**config.mk**
```make
export PLATFORM = sky130hd
export DESIGN_NAME = sct_merge
export DESIGN_NICKNAME = d
export VERILOG_FILES = /design/src/rtl/sct_pkg.sv /design/src/rtl/sct_merge.sv
export SDC_FILE = /design/constraint.sdc
export NUM_CORES = 1
export LEC_CHECK = 0
export BUFFER_PORTS_ARGS = -buffer_cell sky130_fd_sc_hd__buf_2
export CORE_AREA = 2 2 166 168
export CTS_BUF_LIST = sky130_fd_sc_hd__clkbuf_4
export CTS_CLUSTER_DIAMETER = 60
export DETAILED_ROUTE_END_ITERATION = 8
export DIE_AREA = 0 0 168 170
export MAX_ROUTING_LAYER = met4
export PLACE_DENSITY = 0.68
export SLEW_MARGIN = 20
export SYNTH_ARGS = -nofsm -noshare
export SYNTH_HDL_FRONTEND = slang
export SYNTH_SLANG_ARGS = --single-unit
```
**constraint.sdc**
```tcl
create_clock -name aclk -period 14.3 [get_ports aclk]
set_input_delay 2.86 -clock aclk [delete_from_list [all_inputs] [get_ports aclk]]
set_output_delay 2.86 -clock aclk [all_outputs]
set_load 0.02 [all_outputs]
```
**src/rtl/sct_pkg.sv**
```systemverilog
// Shared types and constants for the symmetrical component transform core.
package sct_pkg;

    localparam int COMP_W      = 32;
    localparam int DUST_W      = 31;
    localparam int NUM_STAGES  = 8;
    localparam int LANE_STAGES = 7;

    // sqrt(3)/2 as an unsigned Q0.32 value.
    localparam logic [31:0] ROOT3ON2_Q32 = 32'd3719550787;
    localparam logic [63:0] ROUND_HALF   = 64'h0000_0000_4000_0000;

    // ceil(2^34 / 3): exact reciprocal for dividends below 2^33.
    localparam logic [33:0] DIV3_MAGIC = 34'd5726623062;
    localparam int          DIV3_SHIFT = 34;

    localparam logic [34:0] SAT_LIMIT  = 35'd2147483648;
    localparam logic [34:0] DIV3_LIMIT = 35'd6442450944;

    typedef enum logic [1:0] {
        LANE_X = 2'd0,
        LANE_Y = 2'd1,
        LANE_Z = 2'd2
    } lane_kind_t;

    typedef enum logic [1:0] {
        DIV1 = 2'd0,
        DIV2 = 2'd1,
        DIV3 = 2'd2,
        DIV6 = 2'd3
    } div_sel_t;

    typedef enum logic [1:0] {
        ST_OK     = 2'd0,
        ST_SUBST  = 2'd1,
        ST_DOMAIN = 2'd2
    } status_t;

    typedef enum logic [1:0] {
        CFG_COMPLEX_ENABLE  = 2'd0,
        CFG_SPECIAL_RESULTS = 2'd1,
        CFG_DUST_LIMIT      = 2'd2
    } cfg_reg_t;

    typedef struct packed {
        logic [NUM_STAGES-1:0] en;
    } pipe_ctl_t;

endpackage

```
**src/rtl/sct_merge.sv**
```systemverilog
// Merging stage: gates lane results on dust, the complex setting and latch; holds the output beat.
module sct_merge (
    input  logic                 aclk,
    input  sct_pkg::pipe_ctl_t   ctl,
    input  logic                 allow,
    input  logic                 complex_enable,
    input  logic                 special_results,
    input  logic [30:0]          dust_limit,
    input  logic signed [31:0]   x_re,
    input  logic signed [31:0]   x_im,
    input  logic signed [31:0]   y_re,
    input  logic signed [31:0]   y_im,
    input  logic signed [31:0]   z_re,
    input  logic signed [31:0]   z_im,
    output logic signed [31:0]   out_x_re,
    output logic signed [31:0]   out_x_im,
    output logic signed [31:0]   out_y_re,
    output logic signed [31:0]   out_y_im,
    output logic signed [31:0]   out_z_re,
    output logic signed [31:0]   out_z_im,
    output logic [1:0]           status
);
    import sct_pkg::*;

    function automatic logic is_dust(input logic signed [31:0] v, input logic [30:0] limit);
        logic [31:0] m;
        m = v[31] ? 32'(-v) : 32'(v);
        return (v == 32'sd0) || (m < {1'b0, limit});
    endfunction

    logic               refuse;
    status_t            status_next;
    logic signed [31:0] out_x_re_reg, out_x_im_reg;
    logic signed [31:0] out_y_re_reg, out_y_im_reg;
    logic signed [31:0] out_z_re_reg, out_z_im_reg;
    status_t            status_reg;

    always_comb begin
        refuse = !complex_enable && !allow &&
                 (!is_dust(x_im, dust_limit) || !is_dust(y_im, dust_limit) ||
                  !is_dust(z_im, dust_limit));
        if (!refuse) begin
            status_next = ST_OK;
        end else if (special_results) begin
            status_next = ST_SUBST;
        end else begin
            status_next = ST_DOMAIN;
        end
    end

    always_ff @(posedge aclk) begin
        if (ctl.en[NUM_STAGES-1]) begin
            out_x_re_reg <= refuse ? '0 : x_re;
            out_x_im_reg <= refuse ? '0 : x_im;
            out_y_re_reg <= refuse ? '0 : y_re;
            out_y_im_reg <= refuse ? '0 : y_im;
            out_z_re_reg <= refuse ? '0 : z_re;
            out_z_im_reg <= refuse ? '0 : z_im;
            status_reg   <= status_next;
        end
    end

    assign out_x_re = out_x_re_reg;
    assign out_x_im = out_x_im_reg;
    assign out_y_re = out_y_re_reg;
    assign out_y_im = out_y_im_reg;
    assign out_z_re = out_z_re_reg;
    assign out_z_im = out_z_im_reg;
    assign status   = status_reg;

endmodule
```
==> results of run 1 <==
## final cells by class
class                   count  area, sq um  area share (%)
clock inverters            15          195            1.41
well taps                 341          427            3.07
diodes                     12         30.0           0.216
repair buffers            425         2150            15.5
multi-input cells         688         4970            35.8
flip-flops and latches    194         5830            42.0
clock buffers              17          128           0.919
inverters                  43          161            1.16
## through the flow
stage	instances	util, %
floorplan	956	-
global placement	1691	50.8
detailed placement	1691	50.8
CTS	1723	52.0
global route	1735	52.1
finish	1735	52.1
## kinds of logic after synthesis
family / count (synthesis)
flops: 194
compound gates: 152
simple gates: 356
fa+ha+maj: 93
buf+inv: 74
xor+xnor: 87
## cells in the final DEF, fill, tap and decap left out, drive strengths merged, types with 2 or more instances in the layout
master / instances
a21oi: 36
o21a: 6
edfxtp: 194
nor3: 12
nor2: 15
xor2: 4
nand4b: 3
a31oi: 5
and4: 2
a21o: 7
clkbuf: 18
o31ai: 27
o21ai: 40
diode: 12
nand3: 8
a2111oi: 3
nor2b: 3
and2: 194
xnor2: 83
ha: 93
or4: 12
nand2b: 8
a211oi: 3
buf: 424
nand4: 17
o31a: 5
nand2: 56
o41ai: 12
nor4: 8
inv: 51
o311ai: 2
clkinv: 7
or3: 15
## power by group through the flow
stage	sequential [mW]	clock, mW	combinational (mW)
final	0.721	0.332	0.402
after global routing	0.727	0.361	0.442
after CTS	0.722	0.341	0.404
after detailed placement	0.735	0	0.403
after global placement	0.732	0	0.393
after floorplan	0.821	0	0.160
## per-layer routing
layer  share of wire, %  wire length, microns  GRT usage [%]
met5                  0                     0              -
met4                1.4                   447           6.31
met3                6.2                  2040           5.14
met2                 51                 16800           40.4
met1                 41                 13400           26.7
## worst max path at each step
stage | to | slack (ns)
after floorplan | out_y_im[0] | 7.48
after global placement | status[0] | 5.41
after detailed placement | out_x_re[25] | 5.36
after CTS | out_x_re[25] | 5.99
after global routing | out_x_re[25] | 5.38
final | out_x_re[25] | 5.91
==> impl_metrics.yaml, run 1 <==
run_status:
  status: "finished clean"
place:
  portBuffers: 421
  gp_congestion: 0.886
  post-place-ws_ns: 5.36
  dp_hpwl_mm: 25.9
  dpl-instance-area_sq_um: 13500
synth:
  synth_area_sq_um: 11100
  ys_seq_area_share_pct: 52.5
  ys_types: 42
  synth_top_cell_by_area: "edfxtp_1"
  ys_ff_latch: 194
  synth_top_area_share_pct: 52.5
  synth_nets: 1284
  synth_area_per_cell_sq_um: 11.6
  syn_inst: 956
  synthXorXnorAreaFrac_pct: 6.87
  netlist_top_cells_count: "and2_1 (194), edfxtp_1 (194), ha_1 (93)"
  synth_compound_area_share_pct: 8.92
  synth_ff_type: "edfxtp_1"
  yosys-top-cells-area: "edfxtp_1 (52%), and2_1 (11%), ha_1 (10%)"
  async_flop_share_pct: 0
  yosys.area_share.simple_pct: 18.5
  yosysWarnings: 0
  synth_edf_count: 194
  muxShareOfSynthArea_pct: 0
  synth_top_family_by_area: "simple AND/OR/NAND/NOR gates"
  synthAdderAreaFrac_pct: 10.5
clock_network:
  cts_buffers: 17
  path_clk_slew_ns: 0.22
  clockBufferDepth: 2
  cts-root-buf: "clkbuf_4"
  htreeDepth: 4
  cts_hold_buf: 0
  clock_sinks: 194
  cts_resized: 0
  cts_setup_buffers: 0
  cts_tree: "built"
global_route:
  grt_max_degree: 92
  grt_pass1_vias: 8852
  antenna_found_initial: 12
  grt_util_all_layers_pct: 23.0
  grt_overflow: 0
  grt_pass1_wl_mm: 48.4
timing:
  clock.fmax_ghz: 0.119
  slew_viol_final: 0
  whs_ns: 2.50
  worst_pin_slew_ns: 0.975
  fin_ws_ns: 5.91
  hold_violations: 0
  tns_ns: 0
  grt_setup_unrepaired: "no"
  finalCritPeriodShare_pct: 58.7
  min_period_ns: 8.39
  finalSetupViolCount: 0
  max_slew_margin_pct: 34.8
drt:
  final_antenna_net_count: 0
  dr.pass1.iters: 8
  wl_per_cell_microns: 18.9
  vias_per_cell: 5.11
  wirelength_mm: 32.7
  drt_iter0_markers: 795
  drc: 0
  num_vias: 8866
die:
  die_y_microns: 170
  io_pins: 429
  initial_core_util_pct: 41.6
  core_sq_um: 26700
  die_x_microns: 168
  num_rows: 60
  dieArea_sq_um: 28600
worst_setup_path:
  worstPathMaxFanout: 91
  crit_path_top_delay_cell: "a211oi_4"
  crit_chain: "buf_2, or4_1, nor4_1, nand4_1, o41ai_1, xnor2_1, ha_1, nand3_1, nor2_1, a221o_1, a211o_1, or3_1, a211oi_4, buf_4, buf_4, and2_1"
  critical_path.top_delay_family: "simple AND/OR/NAND/NOR gates"
  endpoint_kind: "flip-flop"
  start_kind: "primary input"
  path_buf_inv: 3
  crit_top_cell: "buf_4"
  cp-startpoint: "z_im[9]"
  cp_slowest_stage_delay_ns: 0.85
  critPathRequiredTime_ns: 14.77
  cp_num_cells: 16
  cp.arrival_ns: 8.86
  crit_type: "primary input to flip-flop"
pwr:
  p_total_mw: 1.45
  power.clock.fraction_pct: 22.8
  pwr-share-comb_pct: 27.7
  max-vdd-ir-drop_uv: 54.6
  p_per_area_nw_per_um2: 105
  switchingPower_mw: 0.509
  p_seq_share_pct: 49.5
  leakage_nw: 5.85
  p_sw_share_pct: 35.0
  p_int_mw: 0.946
layout:
  drive_gt1_share_pct: 33.4
  area_growth_pct: 25.1
  nets: 1697
  final_area_sq_um: 13900
  n_fill_cell: 2440
hold_path:
  holdPathEnd: "out_y_re[16]"
  hold-path-cell-count: 2
  hold_start: "y_re[16]"
  min_path_type: "primary input to flip-flop"
run:
  cap_viol_max_count: 0
No activity file was read; power rests on OpenSTA's default activity.
==> inputs of run 2 (changes only) <==
Clock period 14.3 ns to 8.2 ns, I/O delays scaled along.
==> impl_metrics.yaml, run 2 (synthesis results as in run 1) <==
die:
  initial_core_util_pct: 41.6
  dieArea_sq_um: 28600
  die_y_microns: 170
  io_pins: 429
  die_x_microns: 168
  core_sq_um: 26700
  num_rows: 60
layout:
  n_fill_cell: 2453
  area_growth_pct: 25.1
  drive_gt1_share_pct: 33.3
  layout_common_cells: "buf_2 (420), and2_1 (194), edfxtp_1 (194), ha_1 (93), xnor2_1 (83)"
  final_cells: 1736
  nets: 1698
  mostFrequentLayoutCell: "buf_2"
global_route:
  grt_pass1_vias: 8768
  antenna_found_initial: 9
  grt_pass1_wl_mm: 48.5
  grt_util_all_layers_pct: 23.0
  grt_overflow: 0
  grt_max_degree: 130
timing:
  tns_ns: 0
  worst_pin_slew_ns: 0.938
  clock.fmax_ghz: 0.168
  max_slew_margin_pct: 37.5
  hold_violations: 0
  fin_ws_ns: 2.24
  finalCritPeriodShare_pct: 72.6
  finalSetupViolCount: 0
  grt_setup_unrepaired: "no"
  slew_viol_final: 0
  min_period_ns: 5.96
  whs_ns: 1.30
place:
  dp_hpwl_mm: 25.7
  post-place-ws_ns: 1.54
  portBuffers: 421
  place_inst: 1691
  gp_congestion: 0.864
worst_setup_path:
  cp_slowest_stage_delay_ns: 0.58
  critPathRequiredTime_ns: 8.56
  start_kind: "primary input"
  worstPathMaxFanout: 103
  crit_path_top_delay_cell: "or4_1"
  crit_type: "primary input to flip-flop"
  cp-startpoint: "y_im[13]"
  endpoint_kind: "flip-flop"
  path_buf_inv: 3
  cp.arrival_ns: 6.32
  critical_path.top_delay_family: "simple AND/OR/NAND/NOR gates"
  crit_chain: "buf_2, or4_1, nor3_1, nand4_1, or3_1, or3_1, o31a_1, xor2_1, ha_1, nand3_1, nor3_1, o31ai_1, a31oi_1, a211oi_4, buf_4, buf_16, and2_1"
drt:
  vias_per_cell: 5.09
  drc: 0
  wirelength_mm: 32.8
  drt_iter0_markers: 728
  dr.pass1.iters: 4
  num_vias: 8829
  wl_per_cell_microns: 18.9
  final_antenna_net_count: 0
pwr:
  leakage_nw: 5.85
  p_seq_share_pct: 50.0
  switchingPower_mw: 0.872
  power.clock.fraction_pct: 21.9
  pwr-share-comb_pct: 28.1
  p_per_area_nw_per_um2: 181
  max-vdd-ir-drop_uv: 109
  p_sw_share_pct: 34.7
  p_int_mw: 1.64
run_status:
  status: "finished clean"
clock_network:
  cts-root-buf: "clkbuf_4"
  htreeDepth: 4
  clockBufferDepth: 2
  path_clk_slew_ns: 0.20
  cts_setup_buffers: 0
  cts_resized: 0
  cts_buffers: 17
  cts_hold_buf: 0
  clock_sinks: 194
  cts_tree: "built"
run:
  cap_viol_max_count: 0
hold_path:
  hold_start: "special_results"
  min_path_type: "primary input to flip-flop"
  holdPathEnd: "status[1]"
  hold-path-cell-count: 2
run 2: cell count changes in the layout (fill, tap and decap cells not counted):
| cell | previous run | this run |
|---|---|---|
| inv_6 | 3 | 4 |
| buf_16 | 0 | 1 |
| inv_8 | 3 | 1 |
| clkinvlp_4 | 0 | 1 |
| clkinv_4 | 0 | 1 |
| inv_12 | 2 | 0 |
| clkinv_1 | 0 | 1 |
run 2: worst max path at each step:
stage                         to  depth (start not counted)  slack (ns)
detailed placement   out_x_re[9]                         16        1.54
CTS                 out_z_re[11]                         16        2.16
floorplan            out_y_im[0]                         16        2.60
global placement     out_x_re[9]                         16        1.59
finish              out_y_im[15]                         17        2.24
global route        out_y_im[10]                         15        2.01
run 2: area by class of cell:
type | instances | area, sq um | area share [%]
Antenna cell | 12 | 30.0 | 0.216
Clock buffer | 17 | 128 | 0.919
Clock inverter | 15 | 169 | 1.22
Inverter | 43 | 161 | 1.16
Multi-Input combinational cell | 688 | 4970 | 35.8
Sequential cell | 194 | 5830 | 42.0
Tap cell | 341 | 427 | 3.07
Timing Repair Buffer | 426 | 2170 | 15.7
run 2: per-layer routing:
layer / part of all wire (%) / up-vias / global-route usage, %
met1: 41 / 4214 / 27.7
met2: 52 / 275 / 40.0
li1: - / 4319 / -
met3: 5.8 / 21 / 4.56
met4: 1.2 / 0 / 5.52
met5: 0 / - / -
run 2: power groups by stage:
stage	clock [mW]	sequential (mW)	combinational [mW]
3_3_place_gp	0	1.28	0.686
5_1_grt	0.597	1.27	0.775
6_report	0.550	1.26	0.708
4_1_cts	0.562	1.26	0.706
2_1_floorplan	0	1.43	0.278
3_5_place_dp	0	1.28	0.703
run 2: per-stage QoR:
step	power, mW	cell area, sq um	util [%]
after floorplan	1.71	11100	-
after global placement	1.96	13500	50.8
after detailed placement	1.98	13500	50.8
after CTS	2.53	13800	51.9
after global routing	2.64	13900	52.1
final	2.51	13900	52.1
==> inputs of run 3 (changes only) <==
Settings changed: ABC_AREA set to 1, CORE_AREA 2 2 166 168 to not set, CORE_MARGIN set to 2, CORE_UTILIZATION set to 48, DIE_AREA 0 0 168 170 to not set, PLACE_DENSITY 0.68 to 0.78.
Clock period 8.2 ns to 5.2 ns, I/O delays scaled along.
==> impl_metrics.yaml, run 3 <==
die:
  io_pins: 429
  initial_core_util_pct: 49.0
  num_rows: 59
  die_x_microns: 167
  core_sq_um: 26100
  die_y_microns: 167
  dieArea_sq_um: 27900
worst_setup_path:
  crit_path_top_delay_cell: "nand3_4"
  endpoint_kind: "flip-flop"
  critPathRequiredTime_ns: 5.59
  start_kind: "primary input"
  crit_type: "primary input to flip-flop"
  crit_top_cell: "nand2_1"
  worstPathMaxFanout: 26
  cp.arrival_ns: 4.62
  crit_chain: "buf_2, inv_2, ha_1, nand3_1, nor2_2, nand3_2, nor2_2, nand2_1, nor2_2, nand2_1, o21ai_0, xor2_1, ha_1, nand2_1, o21ai_0, a21oi_1, o21ai_1, nor2_1, nand2_1, nand2_1, nand3_4, buf_12, nand2_1, nor2_1"
  cp_slowest_stage_delay_ns: 0.39
synth:
  synth_nets: 1667
  synth_top_family_by_area: "compound AO/OA/AOI/OAI gates"
  muxShareOfSynthArea_pct: 0
  synthMostInstantiatedCell: "inv_1"
  synth_top_cell_by_area: "edfxtp_1"
  yosys.area_share.simple_pct: 11.5
  synth_edf_count: 194
  ys_seq_area_share_pct: 45.7
  yosysWarnings: 0
  netlist_top_cells_count: "inv_1 (233), edfxtp_1 (194), a21oi_2 (170)"
  syn_inst: 1339
  synth_ff_type: "edfxtp_1"
  synth_area_sq_um: 12800
  synthXorXnorAreaFrac_pct: 5.97
  synth_area_per_cell_sq_um: 9.53
  ys_ff_latch: 194
  synth_top_area_share_pct: 45.7
  async_flop_share_pct: 0
  synthAdderAreaFrac_pct: 9.12
  ys_types: 29
  synth_compound_area_share_pct: 17.4
  yosys-top-cells-area: "edfxtp_1 (46%), a21oi_2 (12%), ha_1 (9.1%)"
drt:
  drc: 0
  num_vias: 10800
  wl_per_cell_microns: 17.0
  dr.pass1.iters: 5
  final_antenna_net_count: 0
  wirelength_mm: 35.8
  vias_per_cell: 5.14
  drt_iter0_markers: 935
global_route:
  grt_util_all_layers_pct: 26.1
  grt_overflow: 0
  grt_max_degree: 120
  antenna_found_initial: 6
  grt_pass1_vias: 10600
  grt_pass1_wl_mm: 55.8
clock_network:
  htreeDepth: 4
  clock_sinks: 194
  cts_buffers: 17
  cts_hold_buf: 0
  cts-root-buf: "clkbuf_4"
  cts_setup_buffers: 0
  cts_resized: 0
  clockBufferDepth: 2
  cts_tree: "built"
  path_clk_slew_ns: 0.18
layout:
  nets: 2082
  area_growth_pct: 22.6
  mostFrequentLayoutCell: "buf_2"
  drive_gt1_share_pct: 39.2
  layout_common_cells: "buf_2 (420), inv_1 (233), edfxtp_1 (194), a21oi_2 (170), nand2_1 (146)"
  final_area_sq_um: 15600
  n_fill_cell: 2275
run_status:
  status: "finished clean"
timing:
  clock.fmax_ghz: 0.236
  min_period_ns: 4.23
  finalSetupViolCount: 0
  grt_setup_unrepaired: "no"
  hold_violations: 0
  max_slew_margin_pct: 32.8
  tns_ns: 0
  finalCritPeriodShare_pct: 81.3
  slew_viol_final: 0
  worst_pin_slew_ns: 1.01
place:
  dp_hpwl_mm: 28.0
  portBuffers: 421
  dpl-instance-area_sq_um: 15300
  gp_congestion: 0.923
pwr:
  p_per_area_nw_per_um2: 260
  max-vdd-ir-drop_uv: 151
  leakage_nw: 7.43
  p_total_mw: 4.07
run:
  cap_viol_max_count: 0
hold_path:
  min_path_type: "primary input to flip-flop"
==> run 3: worst max-delay path, delay by kind of cell <==
family / cells / cell delay (ns)
compound gates: 4 / 0.53
xor+xnor: 1 / 0.18
fa+ha+maj: 2 / 0.44
buf+inv: 3 / 0.54
simple gates: 14 / 1.86
==> run 3: per-layer routing <==
| metal | GRT usage (%) | routed length, microns | vias to the layer above |
|---|---|---|---|
| li1 | - | - | 5290 |
| met1 | 32.4 | 14500 | 4986 |
| met2 | 42.7 | 17400 | 473 |
| met3 | 4.73 | 2600 | 85 |
| met4 | 9.90 | 1290 | 0 |
| met5 | - | 0 | - |
==> run 3: through the flow <==
step / setup slack (ns) / util, % / cells / hold slack, ns
floorplan: 1.29 / - / 1339 / 1.15
global placement: 0.432 / 58.8 / 2070 / 1.33
detailed placement: 0.352 / 58.8 / 2070 / 1.34
CTS: 1.01 / 60.0 / 2102 / 0.650
global route: 0.533 / 60.0 / 2108 / 0.645
finish: 0.971 / 60.0 / 2108 / 0.696
==> run 3: cell type report <==
cell class / count / area, sq um / share of cell area (%)
inverters: 261 / 980 / 6.26
multi-input cells: 832 / 5630 / 36.0
diodes: 6 / 15.0 / 0.0960
clock buffers: 17 / 128 / 0.816
flip-flops and latches: 194 / 5830 / 37.3
well taps: 335 / 419 / 2.68
repair buffers: 448 / 2460 / 15.7
clock inverters: 15 / 186 / 1.19
==> run 3: path summary, 6_finish.rpt <==
path / startpoint / endpoint / slack [ns] / cells past startpoint
min: special_results / status[1] / 0.70 / 2
max: z_im[0] / status[1] / 0.97 / 24
==> run 3: logic make-up after synthesis <==
logic type / Yosys count
AND/OR/NAND/NOR: 346
XOR/XNOR: 87
adder cells (fa/ha/maj): 93
flip-flops: 194
buffers and inverters: 313
AO/OA/AOI/OAI: 306
==> run 3: where the power goes <==
part	internal, mW	switching [mW]
logic	0.434	0.802
clock network	0.271	0.633
registers	1.90	0.0353
